[src/lrbe_pkg.sv]
// lrbe_pkg: shared constants, codes and the result flag group for the
// lidar ring binning engine. No dependencies.
package lrbe_pkg;

  localparam int MaxRingsDef   = 128;
  localparam int MaxColumnsDef = 4096;
  localparam int MinRings      = 16;
  localparam int ColumnStep    = 512;
  localparam int ColumnRound   = 511;

  localparam int ChanW      = 16;
  localparam int PayW       = 64;
  localparam int NumWords   = 4;
  localparam int AddrW      = 19;
  localparam int RingCountW = 8;
  localparam int PprW       = 13;

  typedef enum logic [1:0] {
    FuncEstimate = 2'd0,
    FuncFinish   = 2'd1,
    FuncPlace    = 2'd2,
    FuncEndFrame = 2'd3
  } func_e;

  typedef enum logic [1:0] {
    KindPlaced = 2'd0,
    KindSizes  = 2'd1,
    KindFrame  = 2'd2
  } kind_e;

  typedef struct packed {
    kind_e kind;
    logic  ring_ovf;
    logic  col_ovf;
    logic  frame_ok;
    logic  size_lim;
  } res_flags_t;

endpackage

[src/lrbe_ram.sv]
// lrbe_ram: one-write one-read table with registered read, write bypass and
// per-entry valid bits; an entry that is not valid reads as zero.
// Depends on nothing.
module lrbe_ram #(
  parameter  int Depth = 128,
  parameter  int Width = 13,
  localparam int AW    = $clog2(Depth)
) (
  input  logic             clk_i,
  input  logic             rst_ni,
  input  logic             rd_en_i,
  input  logic [AW-1:0]    raddr_i,
  input  logic             we_i,
  input  logic [AW-1:0]    waddr_i,
  input  logic [Width-1:0] wdata_i,
  input  logic             clr_i,
  output logic [Width-1:0] rdata_o
);

  logic [Width-1:0] mem_q [Depth];
  logic [Width-1:0] rd_q;
  logic [Width-1:0] byp_q;
  logic             hit_q;
  logic             rvld_q;
  logic [Depth-1:0] vld_q;
  logic [Depth-1:0] vld_d;

  always_comb begin
    vld_d = vld_q;
    if (clr_i) begin
      vld_d = '0;
    end else if (we_i) begin
      vld_d[waddr_i] = 1'b1;
    end
  end

  always_ff @(posedge clk_i) begin
    if (we_i) begin
      mem_q[waddr_i] <= wdata_i;
    end
    if (rd_en_i) begin
      rd_q  <= mem_q[raddr_i];
      byp_q <= wdata_i;
    end
  end

  always_ff @(posedge clk_i or negedge rst_ni) begin
    if (!rst_ni) begin
      vld_q  <= '0;
      hit_q  <= 1'b0;
      rvld_q <= 1'b0;
    end else begin
      vld_q <= vld_d;
      if (rd_en_i) begin
        hit_q  <= we_i && (waddr_i == raddr_i);
        rvld_q <= vld_d[raddr_i];
      end
    end
  end

  assign rdata_o = !rvld_q ? '0 : (hit_q ? byp_q : rd_q);

endmodule

[src/lrbe_step.sv]
// lrbe_step: per-item logic and frame state (sizes, largest channel/count,
// overflow). Drives the histogram and column counter tables. Uses lrbe_pkg.
module lrbe_step #(
  parameter  int MaxRings   = lrbe_pkg::MaxRingsDef,
  parameter  int MaxColumns = lrbe_pkg::MaxColumnsDef,
  localparam int RIdxW      = $clog2(MaxRings),
  localparam int CntW       = $clog2(2 * MaxColumns)
) (
  input  logic                            clk_i,
  input  logic                            rst_ni,
  input  logic                            fire_i,
  input  lrbe_pkg::func_e                 func_i,
  input  logic [lrbe_pkg::ChanW-1:0]      channel_i,
  input  logic [CntW-1:0]                 hist_rd_i,
  input  logic [CntW-1:0]                 cnt_rd_i,
  output logic                            hist_we_o,
  output logic [RIdxW-1:0]                hist_waddr_o,
  output logic [CntW-1:0]                 hist_wdata_o,
  output logic                            hist_clr_o,
  output logic                            cnt_we_o,
  output logic [RIdxW-1:0]                cnt_waddr_o,
  output logic [CntW-1:0]                 cnt_wdata_o,
  output logic                            cnt_clr_o,
  output logic [RIdxW-1:0]                ring_mask_o,
  output logic                            has_res_o,
  output lrbe_pkg::res_flags_t            flags_o,
  output logic [lrbe_pkg::AddrW-1:0]      addr_o,
  output logic [lrbe_pkg::RingCountW-1:0] ring_count_o,
  output logic [lrbe_pkg::PprW-1:0]       ppr_o
);

  localparam int RCntW = RIdxW + 1;
  localparam int ColW  = $clog2(MaxColumns + 1);
  localparam int CW2   = CntW + 1;
  localparam int SumW  = RIdxW + ColW + 1;

  logic [RCntW-1:0]          rings_q, rings_d;
  logic [ColW-1:0]           cols_q, cols_d;
  logic [lrbe_pkg::ChanW-1:0] lc_q, lc_d;
  logic [CntW-1:0]           lcnt_q, lcnt_d;
  logic                      ovf_q, ovf_d;

  always_comb begin
    logic              in_hist;
    logic [CntW-1:0]   hn;
    logic [RIdxW-1:0]  v;
    logic              big;
    logic [RCntW-1:0]  rsel;
    logic [CW2-1:0]    c;
    logic [CW2-1:0]    r;
    logic [ColW-1:0]   csel;
    logic              lim;
    logic              no_size;
    logic [RIdxW-1:0]  ring;
    logic [CntW-1:0]   colsw;
    logic              rov;
    logic              cov;
    logic [CntW-1:0]   col;
    logic [CW2-1:0]    nxt;
    logic [SumW-1:0]   sum;

    in_hist = 32'(channel_i) < MaxRings;
    hn = (hist_rd_i < CntW'(MaxColumns + 1)) ? hist_rd_i + CntW'(1) : hist_rd_i;

    for (int i = 0; i < RIdxW; i++) begin
      v[i] = |(lc_q[RIdxW-1:0] >> i);
    end
    big  = 32'(lc_q) >= MaxRings;
    rsel = {1'b0, v} + RCntW'(1);
    lim  = 1'b0;
    if (rsel < RCntW'(lrbe_pkg::MinRings)) begin
      rsel = RCntW'(lrbe_pkg::MinRings);
    end
    if (big) begin
      rsel = RCntW'(MaxRings);
      lim  = 1'b1;
    end
    c = (lcnt_q < CntW'(lrbe_pkg::ColumnStep)) ? CW2'(lrbe_pkg::ColumnStep) : CW2'(lcnt_q);
    r = (c + CW2'(lrbe_pkg::ColumnRound)) & ~CW2'(lrbe_pkg::ColumnRound);
    if (r > CW2'(MaxColumns)) begin
      csel = ColW'(MaxColumns);
      lim  = 1'b1;
    end else begin
      csel = ColW'(r);
    end

    no_size = (rings_q == '0) || (cols_q == '0);
    ring    = channel_i[RIdxW-1:0] & RIdxW'(rings_q - RCntW'(1));
    colsw   = CntW'(cols_q);
    rov     = channel_i >= lrbe_pkg::ChanW'(rings_q);
    cov     = cnt_rd_i >= colsw;
    col     = cov ? cnt_rd_i - colsw : cnt_rd_i;
    nxt     = CW2'(cnt_rd_i) + CW2'(1);
    if (nxt >= CW2'({cols_q, 1'b0})) begin
      nxt = nxt - CW2'(cols_q);
    end
    sum = SumW'(ring * cols_q) + SumW'(col);

    rings_d      = rings_q;
    cols_d       = cols_q;
    lc_d         = lc_q;
    lcnt_d       = lcnt_q;
    ovf_d        = ovf_q;
    hist_we_o    = 1'b0;
    hist_waddr_o = channel_i[RIdxW-1:0];
    hist_wdata_o = hn;
    hist_clr_o   = 1'b0;
    cnt_we_o     = 1'b0;
    cnt_waddr_o  = ring;
    cnt_wdata_o  = CntW'(nxt);
    cnt_clr_o    = 1'b0;
    has_res_o    = 1'b1;
    flags_o      = '{kind: lrbe_pkg::KindPlaced, default: 1'b0};
    addr_o       = '0;
    ring_count_o = '0;
    ppr_o        = '0;

    unique case (func_i)
      lrbe_pkg::FuncEstimate: begin
        has_res_o = 1'b0;
        if (fire_i) begin
          if (channel_i > lc_q) begin
            lc_d = channel_i;
          end
          if (in_hist) begin
            hist_we_o = 1'b1;
            if (hn > lcnt_q) begin
              lcnt_d = hn;
            end
          end
        end
      end
      lrbe_pkg::FuncFinish: begin
        flags_o.kind     = lrbe_pkg::KindSizes;
        flags_o.size_lim = lim;
        ring_count_o     = lrbe_pkg::RingCountW'(rsel);
        ppr_o            = lrbe_pkg::PprW'(csel);
        if (fire_i) begin
          rings_d    = rsel;
          cols_d     = csel;
          lc_d       = '0;
          lcnt_d     = '0;
          ovf_d      = 1'b0;
          hist_clr_o = 1'b1;
          cnt_clr_o  = 1'b1;
        end
      end
      lrbe_pkg::FuncPlace: begin
        if (no_size) begin
          flags_o.ring_ovf = 1'b1;
          flags_o.col_ovf  = 1'b1;
          if (fire_i) begin
            ovf_d = 1'b1;
          end
        end else begin
          flags_o.ring_ovf = rov;
          flags_o.col_ovf  = cov;
          addr_o           = lrbe_pkg::AddrW'(sum);
          if (fire_i) begin
            cnt_we_o = 1'b1;
            if (rov || cov) begin
              ovf_d = 1'b1;
            end
          end
        end
      end
      lrbe_pkg::FuncEndFrame: begin
        flags_o.kind     = lrbe_pkg::KindFrame;
        flags_o.frame_ok = !ovf_q;
        if (fire_i) begin
          ovf_d     = 1'b0;
          cnt_clr_o = 1'b1;
        end
      end
      default: begin
        has_res_o = 1'b0;
      end
    endcase
  end

  // counter table is read at acceptance, so it sees the ring count as updated
  // by the item that leaves this cycle
  assign ring_mask_o = RIdxW'(rings_d - RCntW'(1));

  always_ff @(posedge clk_i or negedge rst_ni) begin
    if (!rst_ni) begin
      rings_q <= '0;
      cols_q  <= '0;
      lc_q    <= '0;
      lcnt_q  <= '0;
      ovf_q   <= 1'b0;
    end else begin
      rings_q <= rings_d;
      cols_q  <= cols_d;
      lc_q    <= lc_d;
      lcnt_q  <= lcnt_d;
      ovf_q   <= ovf_d;
    end
  end

  a_rings_pow2: assert property (@(posedge clk_i) disable iff (!rst_ni)
    $onehot0(rings_q))
    else $error("ring count not a power of two");

  a_sizes_together: assert property (@(posedge clk_i) disable iff (!rst_ni)
    (rings_q == '0) == (cols_q == '0))
    else $error("ring count and points per ring out of step");

  a_counter_bound: assert property (@(posedge clk_i) disable iff (!rst_ni)
    fire_i && (func_i == lrbe_pkg::FuncPlace) && (cols_q != '0)
    |-> (CW2'(cnt_rd_i) < CW2'({cols_q, 1'b0})))
    else $error("column counter beyond twice points per ring");

endmodule

[src/lidar_ring_binning_engine_unit.sv]
// lidar_ring_binning_engine_unit: top level; item register, result register,
// histogram and column counter tables. Uses lrbe_pkg, lrbe_ram, lrbe_step.
//
//  channel  direction  handshake               payload
//  input    in         in_valid_i / in_ready_o func, channel, payload_0..3
//  output   out        out_valid_o/out_ready_i result_kind .. size_limited
//
// One item per cycle sustained while results are taken; an accepted item goes
// into the item register and its result then into the result register, from
// which it is taken. The tables are read at acceptance and the previous
// item's write is bypassed, so the per-ring read-modify-write sets the
// one-cycle rate. Reset clears the table valid bits at once; there is no
// clearing pass. A result not taken holds the item register, and input is
// taken again as soon as the item register moves on.
module lidar_ring_binning_engine_unit #(
  parameter int MaxRings   = lrbe_pkg::MaxRingsDef,
  parameter int MaxColumns = lrbe_pkg::MaxColumnsDef
) (
  input  logic                            clk_i,
  input  logic                            rst_ni,
  input  logic                            in_valid_i,
  output logic                            in_ready_o,
  input  logic [1:0]                      func_i,
  input  logic [lrbe_pkg::ChanW-1:0]      channel_i,
  input  logic [lrbe_pkg::PayW-1:0]       payload_0_i,
  input  logic [lrbe_pkg::PayW-1:0]       payload_1_i,
  input  logic [lrbe_pkg::PayW-1:0]       payload_2_i,
  input  logic [lrbe_pkg::PayW-1:0]       payload_3_i,
  output logic                            out_valid_o,
  input  logic                            out_ready_i,
  output logic [1:0]                      result_kind_o,
  output logic [lrbe_pkg::AddrW-1:0]      buffer_address_o,
  output logic [lrbe_pkg::PayW-1:0]       out_word_0_o,
  output logic [lrbe_pkg::PayW-1:0]       out_word_1_o,
  output logic [lrbe_pkg::PayW-1:0]       out_word_2_o,
  output logic [lrbe_pkg::PayW-1:0]       out_word_3_o,
  output logic                            ring_excess_o,
  output logic                            column_overflow_o,
  output logic                            frame_ok_o,
  output logic [lrbe_pkg::RingCountW-1:0] ring_count_o,
  output logic [lrbe_pkg::PprW-1:0]       points_per_ring_o,
  output logic                            size_limited_o
);

  localparam int RIdxW = $clog2(MaxRings);
  localparam int CntW  = $clog2(2 * MaxColumns);

  logic                       in_acc;
  logic                       s1_fire;
  logic                       s1_vld_q;
  lrbe_pkg::func_e            s1_func_q;
  logic [lrbe_pkg::ChanW-1:0] s1_chan_q;
  logic [lrbe_pkg::PayW-1:0]  s1_pay_q [lrbe_pkg::NumWords];

  logic                            out_vld_q;
  lrbe_pkg::res_flags_t            out_flags_q;
  logic [lrbe_pkg::AddrW-1:0]      out_addr_q;
  logic [lrbe_pkg::PayW-1:0]       out_word_q [lrbe_pkg::NumWords];
  logic [lrbe_pkg::RingCountW-1:0] out_rc_q;
  logic [lrbe_pkg::PprW-1:0]       out_ppr_q;

  logic                            hist_we, hist_clr, cnt_we, cnt_clr, has_res;
  logic [RIdxW-1:0]                hist_waddr, cnt_waddr, ring_mask;
  logic [CntW-1:0]                 hist_wdata, cnt_wdata, hist_rd, cnt_rd;
  lrbe_pkg::res_flags_t            flags;
  logic [lrbe_pkg::AddrW-1:0]      addr;
  logic [lrbe_pkg::RingCountW-1:0] rc;
  logic [lrbe_pkg::PprW-1:0]       ppr;

  assign s1_fire    = s1_vld_q && (!out_vld_q || out_ready_i);
  assign in_ready_o = !s1_vld_q || s1_fire;
  assign in_acc     = in_valid_i && in_ready_o;

  lrbe_ram #(.Depth(MaxRings), .Width(CntW)) u_hist (
    .clk_i   (clk_i),
    .rst_ni  (rst_ni),
    .rd_en_i (in_acc),
    .raddr_i (channel_i[RIdxW-1:0]),
    .we_i    (hist_we),
    .waddr_i (hist_waddr),
    .wdata_i (hist_wdata),
    .clr_i   (hist_clr),
    .rdata_o (hist_rd)
  );

  lrbe_ram #(.Depth(MaxRings), .Width(CntW)) u_cnt (
    .clk_i   (clk_i),
    .rst_ni  (rst_ni),
    .rd_en_i (in_acc),
    .raddr_i (channel_i[RIdxW-1:0] & ring_mask),
    .we_i    (cnt_we),
    .waddr_i (cnt_waddr),
    .wdata_i (cnt_wdata),
    .clr_i   (cnt_clr),
    .rdata_o (cnt_rd)
  );

  lrbe_step #(.MaxRings(MaxRings), .MaxColumns(MaxColumns)) u_step (
    .clk_i        (clk_i),
    .rst_ni       (rst_ni),
    .fire_i       (s1_fire),
    .func_i       (s1_func_q),
    .channel_i    (s1_chan_q),
    .hist_rd_i    (hist_rd),
    .cnt_rd_i     (cnt_rd),
    .hist_we_o    (hist_we),
    .hist_waddr_o (hist_waddr),
    .hist_wdata_o (hist_wdata),
    .hist_clr_o   (hist_clr),
    .cnt_we_o     (cnt_we),
    .cnt_waddr_o  (cnt_waddr),
    .cnt_wdata_o  (cnt_wdata),
    .cnt_clr_o    (cnt_clr),
    .ring_mask_o  (ring_mask),
    .has_res_o    (has_res),
    .flags_o      (flags),
    .addr_o       (addr),
    .ring_count_o (rc),
    .ppr_o        (ppr)
  );

  always_ff @(posedge clk_i or negedge rst_ni) begin
    if (!rst_ni) begin
      s1_vld_q  <= 1'b0;
      out_vld_q <= 1'b0;
    end else begin
      if (in_acc) begin
        s1_vld_q <= 1'b1;
      end else if (s1_fire) begin
        s1_vld_q <= 1'b0;
      end
      if (s1_fire) begin
        out_vld_q <= has_res;
      end else if (out_ready_i) begin
        out_vld_q <= 1'b0;
      end
    end
  end

  always_ff @(posedge clk_i) begin
    if (in_acc) begin
      s1_func_q   <= lrbe_pkg::func_e'(func_i);
      s1_chan_q   <= channel_i;
      s1_pay_q[0] <= payload_0_i;
      s1_pay_q[1] <= payload_1_i;
      s1_pay_q[2] <= payload_2_i;
      s1_pay_q[3] <= payload_3_i;
    end
    if (s1_fire) begin
      out_flags_q <= flags;
      out_addr_q  <= addr;
      out_rc_q    <= rc;
      out_ppr_q   <= ppr;
      for (int k = 0; k < lrbe_pkg::NumWords; k++) begin
        out_word_q[k] <= (flags.kind == lrbe_pkg::KindPlaced) ? s1_pay_q[k] : '0;
      end
    end
  end

  assign out_valid_o       = out_vld_q;
  assign result_kind_o     = out_flags_q.kind;
  assign buffer_address_o  = out_addr_q;
  assign out_word_0_o      = out_word_q[0];
  assign out_word_1_o      = out_word_q[1];
  assign out_word_2_o      = out_word_q[2];
  assign out_word_3_o      = out_word_q[3];
  assign ring_excess_o     = out_flags_q.ring_ovf;
  assign column_overflow_o = out_flags_q.col_ovf;
  assign frame_ok_o        = out_flags_q.frame_ok;
  assign ring_count_o      = out_rc_q;
  assign points_per_ring_o = out_ppr_q;
  assign size_limited_o    = out_flags_q.size_lim;

  a_res_from_fire: assert property (@(posedge clk_i) disable iff (!rst_ni)
    $rose(out_vld_q) |-> $past(s1_fire))
    else $error("result without a finished item");

  a_nonplaced_zero: assert property (@(posedge clk_i) disable iff (!rst_ni)
    out_vld_q && (out_flags_q.kind != lrbe_pkg::KindPlaced)
    |-> (out_addr_q == '0) && (out_word_q[0] == '0) && !out_flags_q.ring_ovf)
    else $error("placement fields set on a non-placement result");

  a_out_hold: assert property (@(posedge clk_i) disable iff (!rst_ni)
    out_vld_q && !out_ready_i
    |=> out_vld_q && $stable(out_flags_q) && $stable(out_addr_q))
    else $error("waiting result changed");

endmodule

[config.mk]
export PLATFORM = sky130hd
export DESIGN_NAME = lidar_ring_binning_engine_unit
export DESIGN_NICKNAME = d
export VERILOG_FILES = /design/src/lrbe_pkg.sv /design/src/lrbe_ram.sv /design/src/lrbe_step.sv /design/src/lidar_ring_binning_engine_unit.sv
export SDC_FILE = /design/constraint.sdc
export NUM_CORES = 2
export LEC_CHECK = 0
export ABC_AREA = 1
export BUFFER_PORTS_ARGS = -buffer_cell sky130_fd_sc_hd__buf_2
export CAP_MARGIN = 20
export CORE_MARGIN = 2
export CORE_UTILIZATION = 55
export CTS_CLUSTER_DIAMETER = 50
export DETAILED_ROUTE_END_ITERATION = 8
export PLACE_DENSITY = 0.69
export SETUP_SLACK_MARGIN = 0.05
export SYNTH_ARGS = -nofsm -noshare
export SYNTH_HDL_FRONTEND = slang
export SYNTH_HIERARCHICAL = 1
export SYNTH_SLANG_ARGS = --single-unit
[constraint.sdc]
create_clock -name clk_i -period 45.9 [get_ports clk_i]
set_input_delay 9.18 -clock clk_i [delete_from_list [all_inputs] [get_ports clk_i]]
set_output_delay 9.18 -clock clk_i [all_outputs]
set_load 0.02 [all_outputs]
Word-level counts from Yosys, hierarchy flattened:

Memories as Yosys holds them, arrays and structs flattened. A register that Yosys moved wholly into a read port is not among the register bits.
Cells that the tools add are included.

* output and inout port bits: 304
* word-level logic and storage cells: 174
* memories: 4
* input bits: 278
* bits in writable memories: 3840
* flip-flop bits (word level): 403

Memory list
* u_cnt.mem_q: words 128, width 13, read ports 1, clocked after Yosys merged registers in 1, wr ports 1, line lrbe_ram.sv:20 `logic [Width-1:0] mem_q [Depth];`
* u_hist.mem_q: words 128, width 13, read ports 1, clocked after Yosys merged registers in 1, wr ports 1, line lrbe_ram.sv:20
* out_word_q: words 4, width 64, read ports 4, clocked after Yosys merged registers in 0, wr ports 4, line lidar_ring_binning_engine_unit.sv:58 `logic [lrbe_pkg::PayW-1:0] out_word_q [lrbe_pkg::NumWords];`
* s1_pay_q: words 4, width 64, read ports 4, clocked after Yosys merged registers in 0, wr ports 4, line lidar_ring_binning_engine_unit.sv:53 `logic [lrbe_pkg::PayW-1:0] s1_pay_q [lrbe_pkg::NumWords];`

* equal/unequal tests: 13
* bitwise operators: 5
* add/subtract/negate cells: 9
* multipliers: 1
* reduce and logical (&&, ||, !) cells: 33
* $lt $le $gt $ge: 17
* mux-type cells: 67

Operators with widths (count)
* $mux 128: 4
* $mux 64: 4
* $or 128x128->128: 2
* $mux 13: 13
* $mux 16: 3
* $lt 7x8->1 const B: 4
* $mux 8: 4
* $pmux 16 s2: 1
* $mux 1: 30
* $pmux 13 s2: 1
* $sub 13x13->13: 2
* $add 19x13->19: 1
* $mul 7x13->19: 1
* $ge 16x8->1: 1
* $ge 16x8->1 const B: 1
* $gt 16x16->1: 1
* $lt 16x8->1 const B: 1
* $add 13x1->14 const B: 1
* $add 14x9->14 const B: 1
* $and 7x7->7: 2
* $bmux 1 s7: 2
* $demux 1 s7: 2
* $eq 7x7->1: 2
* $ge 14x14->1: 1
* 35 further kinds: 60

Depth between registers and ports, before layout:

* depth in word-level cells: 11
* depth in mapped cells: 28
* gate-level depth less buffers: 27

Hierarchy:

The synthesis kept the hierarchy.

By module, submodules not included
* lrbe_ram: area an instance 73495.5 um^2, sequential area each 54001.8 um^2, cells each 5973, instances 2
* lidar_ring_binning_engine_unit: area an instance 21383.0 um^2, sequential area each 17346.6 um^2, cells each 1144, instances 1
* lrbe_step: area an instance 5982.0 um^2, sequential area each 1051.0 um^2, cells each 911, instances 1

Worst setup path before layout:

No wires, ideal clock.

* path type: input port to flip-flop
* start: input port out_ready_i
* end: register u_cnt.rd_q[5], read port of u_cnt.mem_q (data pin)
* setup slack: 10.068 ns
* arrival: 35.579 ns
* buffers on the path: 4
* setup time: 0.253 ns
* stages: 21
* data required time: 45.647 ns
* path through: inv_1 > a21boi_0 > buf_4 > inv_2 > nor2_8 > inv_2 > nand2_1 > ha_1 > inv_1 > nor2_1 > xor2_1 > nand2_1 > inv_1 > clkbuf_1 > clkbuf_1 > clkbuf_1 > o221ai_1 > nand3_1 > nand2_1 > nand2_1 > nand2_1

* longest elaborated chain between the ends: 6
* elaborated cells on any way between the ends: 8
* those cells by class: add/sub (1); mux (2); bitwise (1); reduce/logical (4)

RTL lines
* start, declared: line lidar_ring_binning_engine_unit.sv:30 `input logic out_ready_i,`
* $logic_or 1x1->1: line lidar_ring_binning_engine_unit.sv:70 `assign s1_fire = s1_vld_q && (!out_vld_q || out_ready_i);`
* $logic_and 1x1->1: line lidar_ring_binning_engine_unit.sv:70
* net s1_fire: line lidar_ring_binning_engine_unit.sv:49 `logic s1_fire;`
* $mux 8: line lrbe_step.sv:138 `if (fire_i) begin`
* $mux 8: line lrbe_step.sv:118 `unique case (func_i)`
* $sub 7x1->7: line lrbe_step.sv:183 `assign ring_mask_o = RIdxW'(rings_d - RCntW'(1));`
* net ring_mask[0]: line lidar_ring_binning_engine_unit.sv:63 `logic [RIdxW-1:0] hist_waddr, cnt_waddr, ring_mask;`
* $and 7x7->7: line lidar_ring_binning_engine_unit.sv:90 `.raddr_i (channel_i[RIdxW-1:0] & ring_mask),`
* end, declared: line lrbe_ram.sv:21 `logic [Width-1:0] rd_q;`

The timed path passes the listed nets, and every way through them passes these cells.
A chain may end at the register's enable or synchronous reset.

Worst setup path after layout:

* start: input port out_ready_i
* end: output port in_ready_o

* longest elaborated chain between the ends: 3

RTL lines
* $logic_or 1x1->1: line lidar_ring_binning_engine_unit.sv:70
* $logic_and 1x1->1: line lidar_ring_binning_engine_unit.sv:70
* $logic_or 1x1->1: line lidar_ring_binning_engine_unit.sv:71 `assign in_ready_o = !s1_vld_q || s1_fire;`
* end, declared: line lidar_ring_binning_engine_unit.sv:22 `output logic in_ready_o,`

Every way passes these cells.

==> metrics.yaml <==
layout:
  drive_above_1_share: 0.122
  fin_nets: 14700
  finalNonFillerCells: 18900
  area_growth_pct: 11.7
  finalInstanceArea_sq_um: 195000
synthesis:
  yosys_warnings: 6
  synth.distinct_cells: 55
  synth-edff-count: 3956
  synth_top_cells_by_area: "edfxtp_1 (68%), o21ai_0 (5.9%), nor2_1 (5.4%), dfrtp_1 (4.4%), o22ai_1 (3.0%)"
  synthCells: 14000
  synthArstFlopShare: 0.0714
  synth.largest_area_cell: "edfxtp_1"
  syn_avg_cell_area_sq_um: 12.5
  netlist.area_leader.share: 0.681
  synth_seq_area_share: 0.725
  ys_ff_latch: 4260
  synthFlopType: "edfxtp_1"
  syn_area_sq_um: 174000
die:
  coreArea_sq_um: 315000
  fp-row-count: 206
  initial_core_util: 0.553
  io_pins: 582
  die_height_microns: 567
  fp.dieW_microns: 567
  die_area_sq_um: 322000
detailed_routing:
  wl_per_cell_microns: 25.5
  avgViaCountPerCell: 6.12
  routed_wl_mm: 482
  dr_total_vias: 116000
  detail_route.iter0.violations: 16800
  drc: 0
  antenna_left: 0
  dr.pass1.iters: 6
clock_network:
  hold_buffers: 0
  cts_tree: "done"
  clockBufferDepth: 4
  clk_latency_ns: 0.99
  clkTransAtPathRegs_ns: 0.06
  post-cts-setup-buffers: 0
  clockRootBuffer: "clkbuf_16"
  cts_made_buffers: 438
  htreeDepth: 5
  postCtsResizedCells: 0
  cts_sinks: 4260
power:
  total_leakage_power_nw: 69.5
  powerDensity_nw_per_um2: 49.3
  irDropWorstVdd_uv: 44.5
timing:
  fin_hold_ws_ns: 0.510
  setup_tns_ns: 0
  worst_pin_slew_ns: 1.24
  period_share: 0.411
  hold_violations: 0
  finalCriticalPeriod_ns: 18.88
  worst_clock_skew_ns: 0.0497
  setup_violations: 0
  fmax_mhz: 53.0
  max-slew-margin-rel: 0.165
  rsz0062_at_grt: "no"
  drv_slew: 0
hold_path:
  hp-class: "register to register"
placement:
  portBuffers: 581
  place.gp.congestion: 0.912
  dp_hpwl_mm: 281
  placed_cells: 18000
  place_area_sq_um: 180000
worst_setup_path:
  cp_max_fo: 3
  crit_chain: "buf_2 > inv_1 > nand3_1 > buf_2"
  cp.required_ns: 36.72
  worst_setup_path_end_kind: "output port"
  reg2reg_from: "s1_func_q[1]"
  rrSetupSlack_ns: 37.54
  criticalPathCategory: "input pin to output port"
  crit_end: "in_ready_o"
  slowest_stage: "buf_2"
  cp-startpoint: "out_ready_i"
  start_kind: "input pin"
  cp_data_arrival_time_ns: 9.70
  rr_endpoint: "u_cnt/rd_q[11]"
  cpPeakStageDelay_ns: 0.18
  timing.critical_path.mode_cell: "buf_2"
  reg2reg_depth: 21
flow_run:
  drv_cap: 0
grt:
  track_usage: 0.291
  grt_pass1_wl_mm: 701
  grt_max_degree: 191
  grt_pass1_vias: 106000
  antenna_found_initial: 69
  grt-ovfl-total: 0
outcome:
  outcome: "finished clean"
-- through the flow --
stage | setup WS [ns] | util | total power [mW]
2_1_floorplan | 10.07 | - | 5.60
3_3_place_gp | 27.00 | 0.571 | 6.06
3_5_place_dp | 27.02 | 0.571 | 6.08
4_1_cts | 27.02 | 0.617 | 9.61
5_1_grt | 26.96 | 0.618 | 9.89
6_report | 27.02 | 0.618 | 9.60
-- routing by layer --
| metal | share of wire | GRT usage |
|---|---|---|
| met1 | 0.39 | 0.420 |
| met2 | 0.45 | 0.440 |
| met3 | 0.12 | 0.0603 |
| met4 | 0.037 | 0.102 |
| met5 | 0.00025 | 0 |
-- flip-flops by register name, summed over array words and instances (netlist names), 16 cells and up --
name / cells
u_cnt/mem_q: 1664
u_hist/mem_q: 1664
out_word_q: 256
s1_pay_q: 256
u_cnt/vld_q: 128
u_hist/vld_q: 128
buffer_address_o: 19
s1_chan_q: 16
u_step/lc_q: 16
-- cell type report --
class                   count  area (sq um)
diodes                     38          95.1
clock buffers             580         11800
clock inverters           240          2670
fillers                 23800        121000
inverters                 914          3570
multi-input cells        7917         40200
flip-flops and latches   4260        126000
well taps                4160          5200
repair buffers            794          4810
-- worst min path at each step --
stage | startpoint | endpoint | slack (ns) | depth (start not counted)
floorplan | s1_vld_q | out_valid_o | 0.46 | 2
global placement | u_step/lc_q[8] | u_step/lc_q[8] | 0.49 | 2
detailed placement | u_step/lc_q[1] | u_step/lc_q[1] | 0.50 | 2
CTS | u_step/lc_q[1] | u_step/lc_q[1] | 0.51 | 2
global route | u_cnt/vld_q[1] | u_cnt/vld_q[1] | 0.53 | 2
finish | u_step/lc_q[1] | u_step/lc_q[1] | 0.51 | 2
-- report_power, final --
part | internal, mW | switching, mW
Combinational | 0.266 | 1.06
Clock | 2.08 | 1.49
Sequential | 4.68 | 0.0327
Total | 7.02 | 2.58
-- placed cells by master, fill, tap and decap left out, types with 11 or more instances in the layout --
cell / n
inv_6: 17
xor2_1: 16
buf_2: 575
a21oi_1: 270
nand2_1: 841
a31oi_1: 11
dfrtp_1: 304
buf_12: 15
inv_2: 16
nor2_2: 62
clkbuf_1: 118
o22ai_1: 833
ha_1: 85
nor2_4: 208
conb_1: 11
o211ai_1: 12
edfxtp_1: 3956
clkinv_1: 70
nand2_2: 19
o21ai_0: 2050
clkbuf_8: 22
nand3_1: 584
or2_2: 11
o21ai_1: 40
o311ai_1: 52
nor2_1: 2476
fa_1: 14
o21bai_1: 86
diode_2: 38
inv_1: 864
bufinv_16: 48
buf_4: 185
o221ai_1: 156
clkinvlp_4: 18
inv_8: 12
nand4_1: 15
inv_4: 18
clkbuf_16: 442
clkinv_2: 69
-- Yosys cell counts, types with 4 or more instances --
library cell,count
a21oi_1,270
nand2_2,19
or2_2,11
a31oi_1,11
o21bai_1,86
ha_1,86
nor2_2,20
edfxtp_1,3956
o311ai_1,52
nand2_1,848
nand3_1,584
clkbuf_1,496
dfrtp_1,304
o211ai_1,12
o21a_1,4
nor2_1,2518
nor2_4,208
o22ai_1,833
xnor2_1,8
buf_6,22
buf_12,22
nor4_1,4
fa_1,14
inv_1,892
o221ai_1,156
inv_2,18
o21ai_0,2050
o21ai_1,40
buf_1,20
buf_2,283
nand4_1,15
buf_4,75
nor3_1,11
xor2_1,18
-- kinds of logic (layout without fill, tap and decap cells) --
family | Yosys count | in the layout | share of synthesized area
DFF | 4260 | 4260 | 0.725
and+or+nand+nor | 4252 | 4252 | 0.106
adders and majority gates | 100 | 100 | 0.00778
AOI/OAI and AO/OA | 3527 | 3527 | 0.113
xor gates and xnor gates | 26 | 26 | 0.00131
other | 1 | 49 | 0.0000215
buffers and inverters | 1834 | 2528 | 0.0462
muxes | 1 | 1 | 0.0000646
-- worst max-delay path: cells and delay by family --
family / cells / cell delay, ns
and+or+nand+nor: 1 / 0.12
buffers and inverters: 3 / 0.40
(Power assumes the default switching activity.)
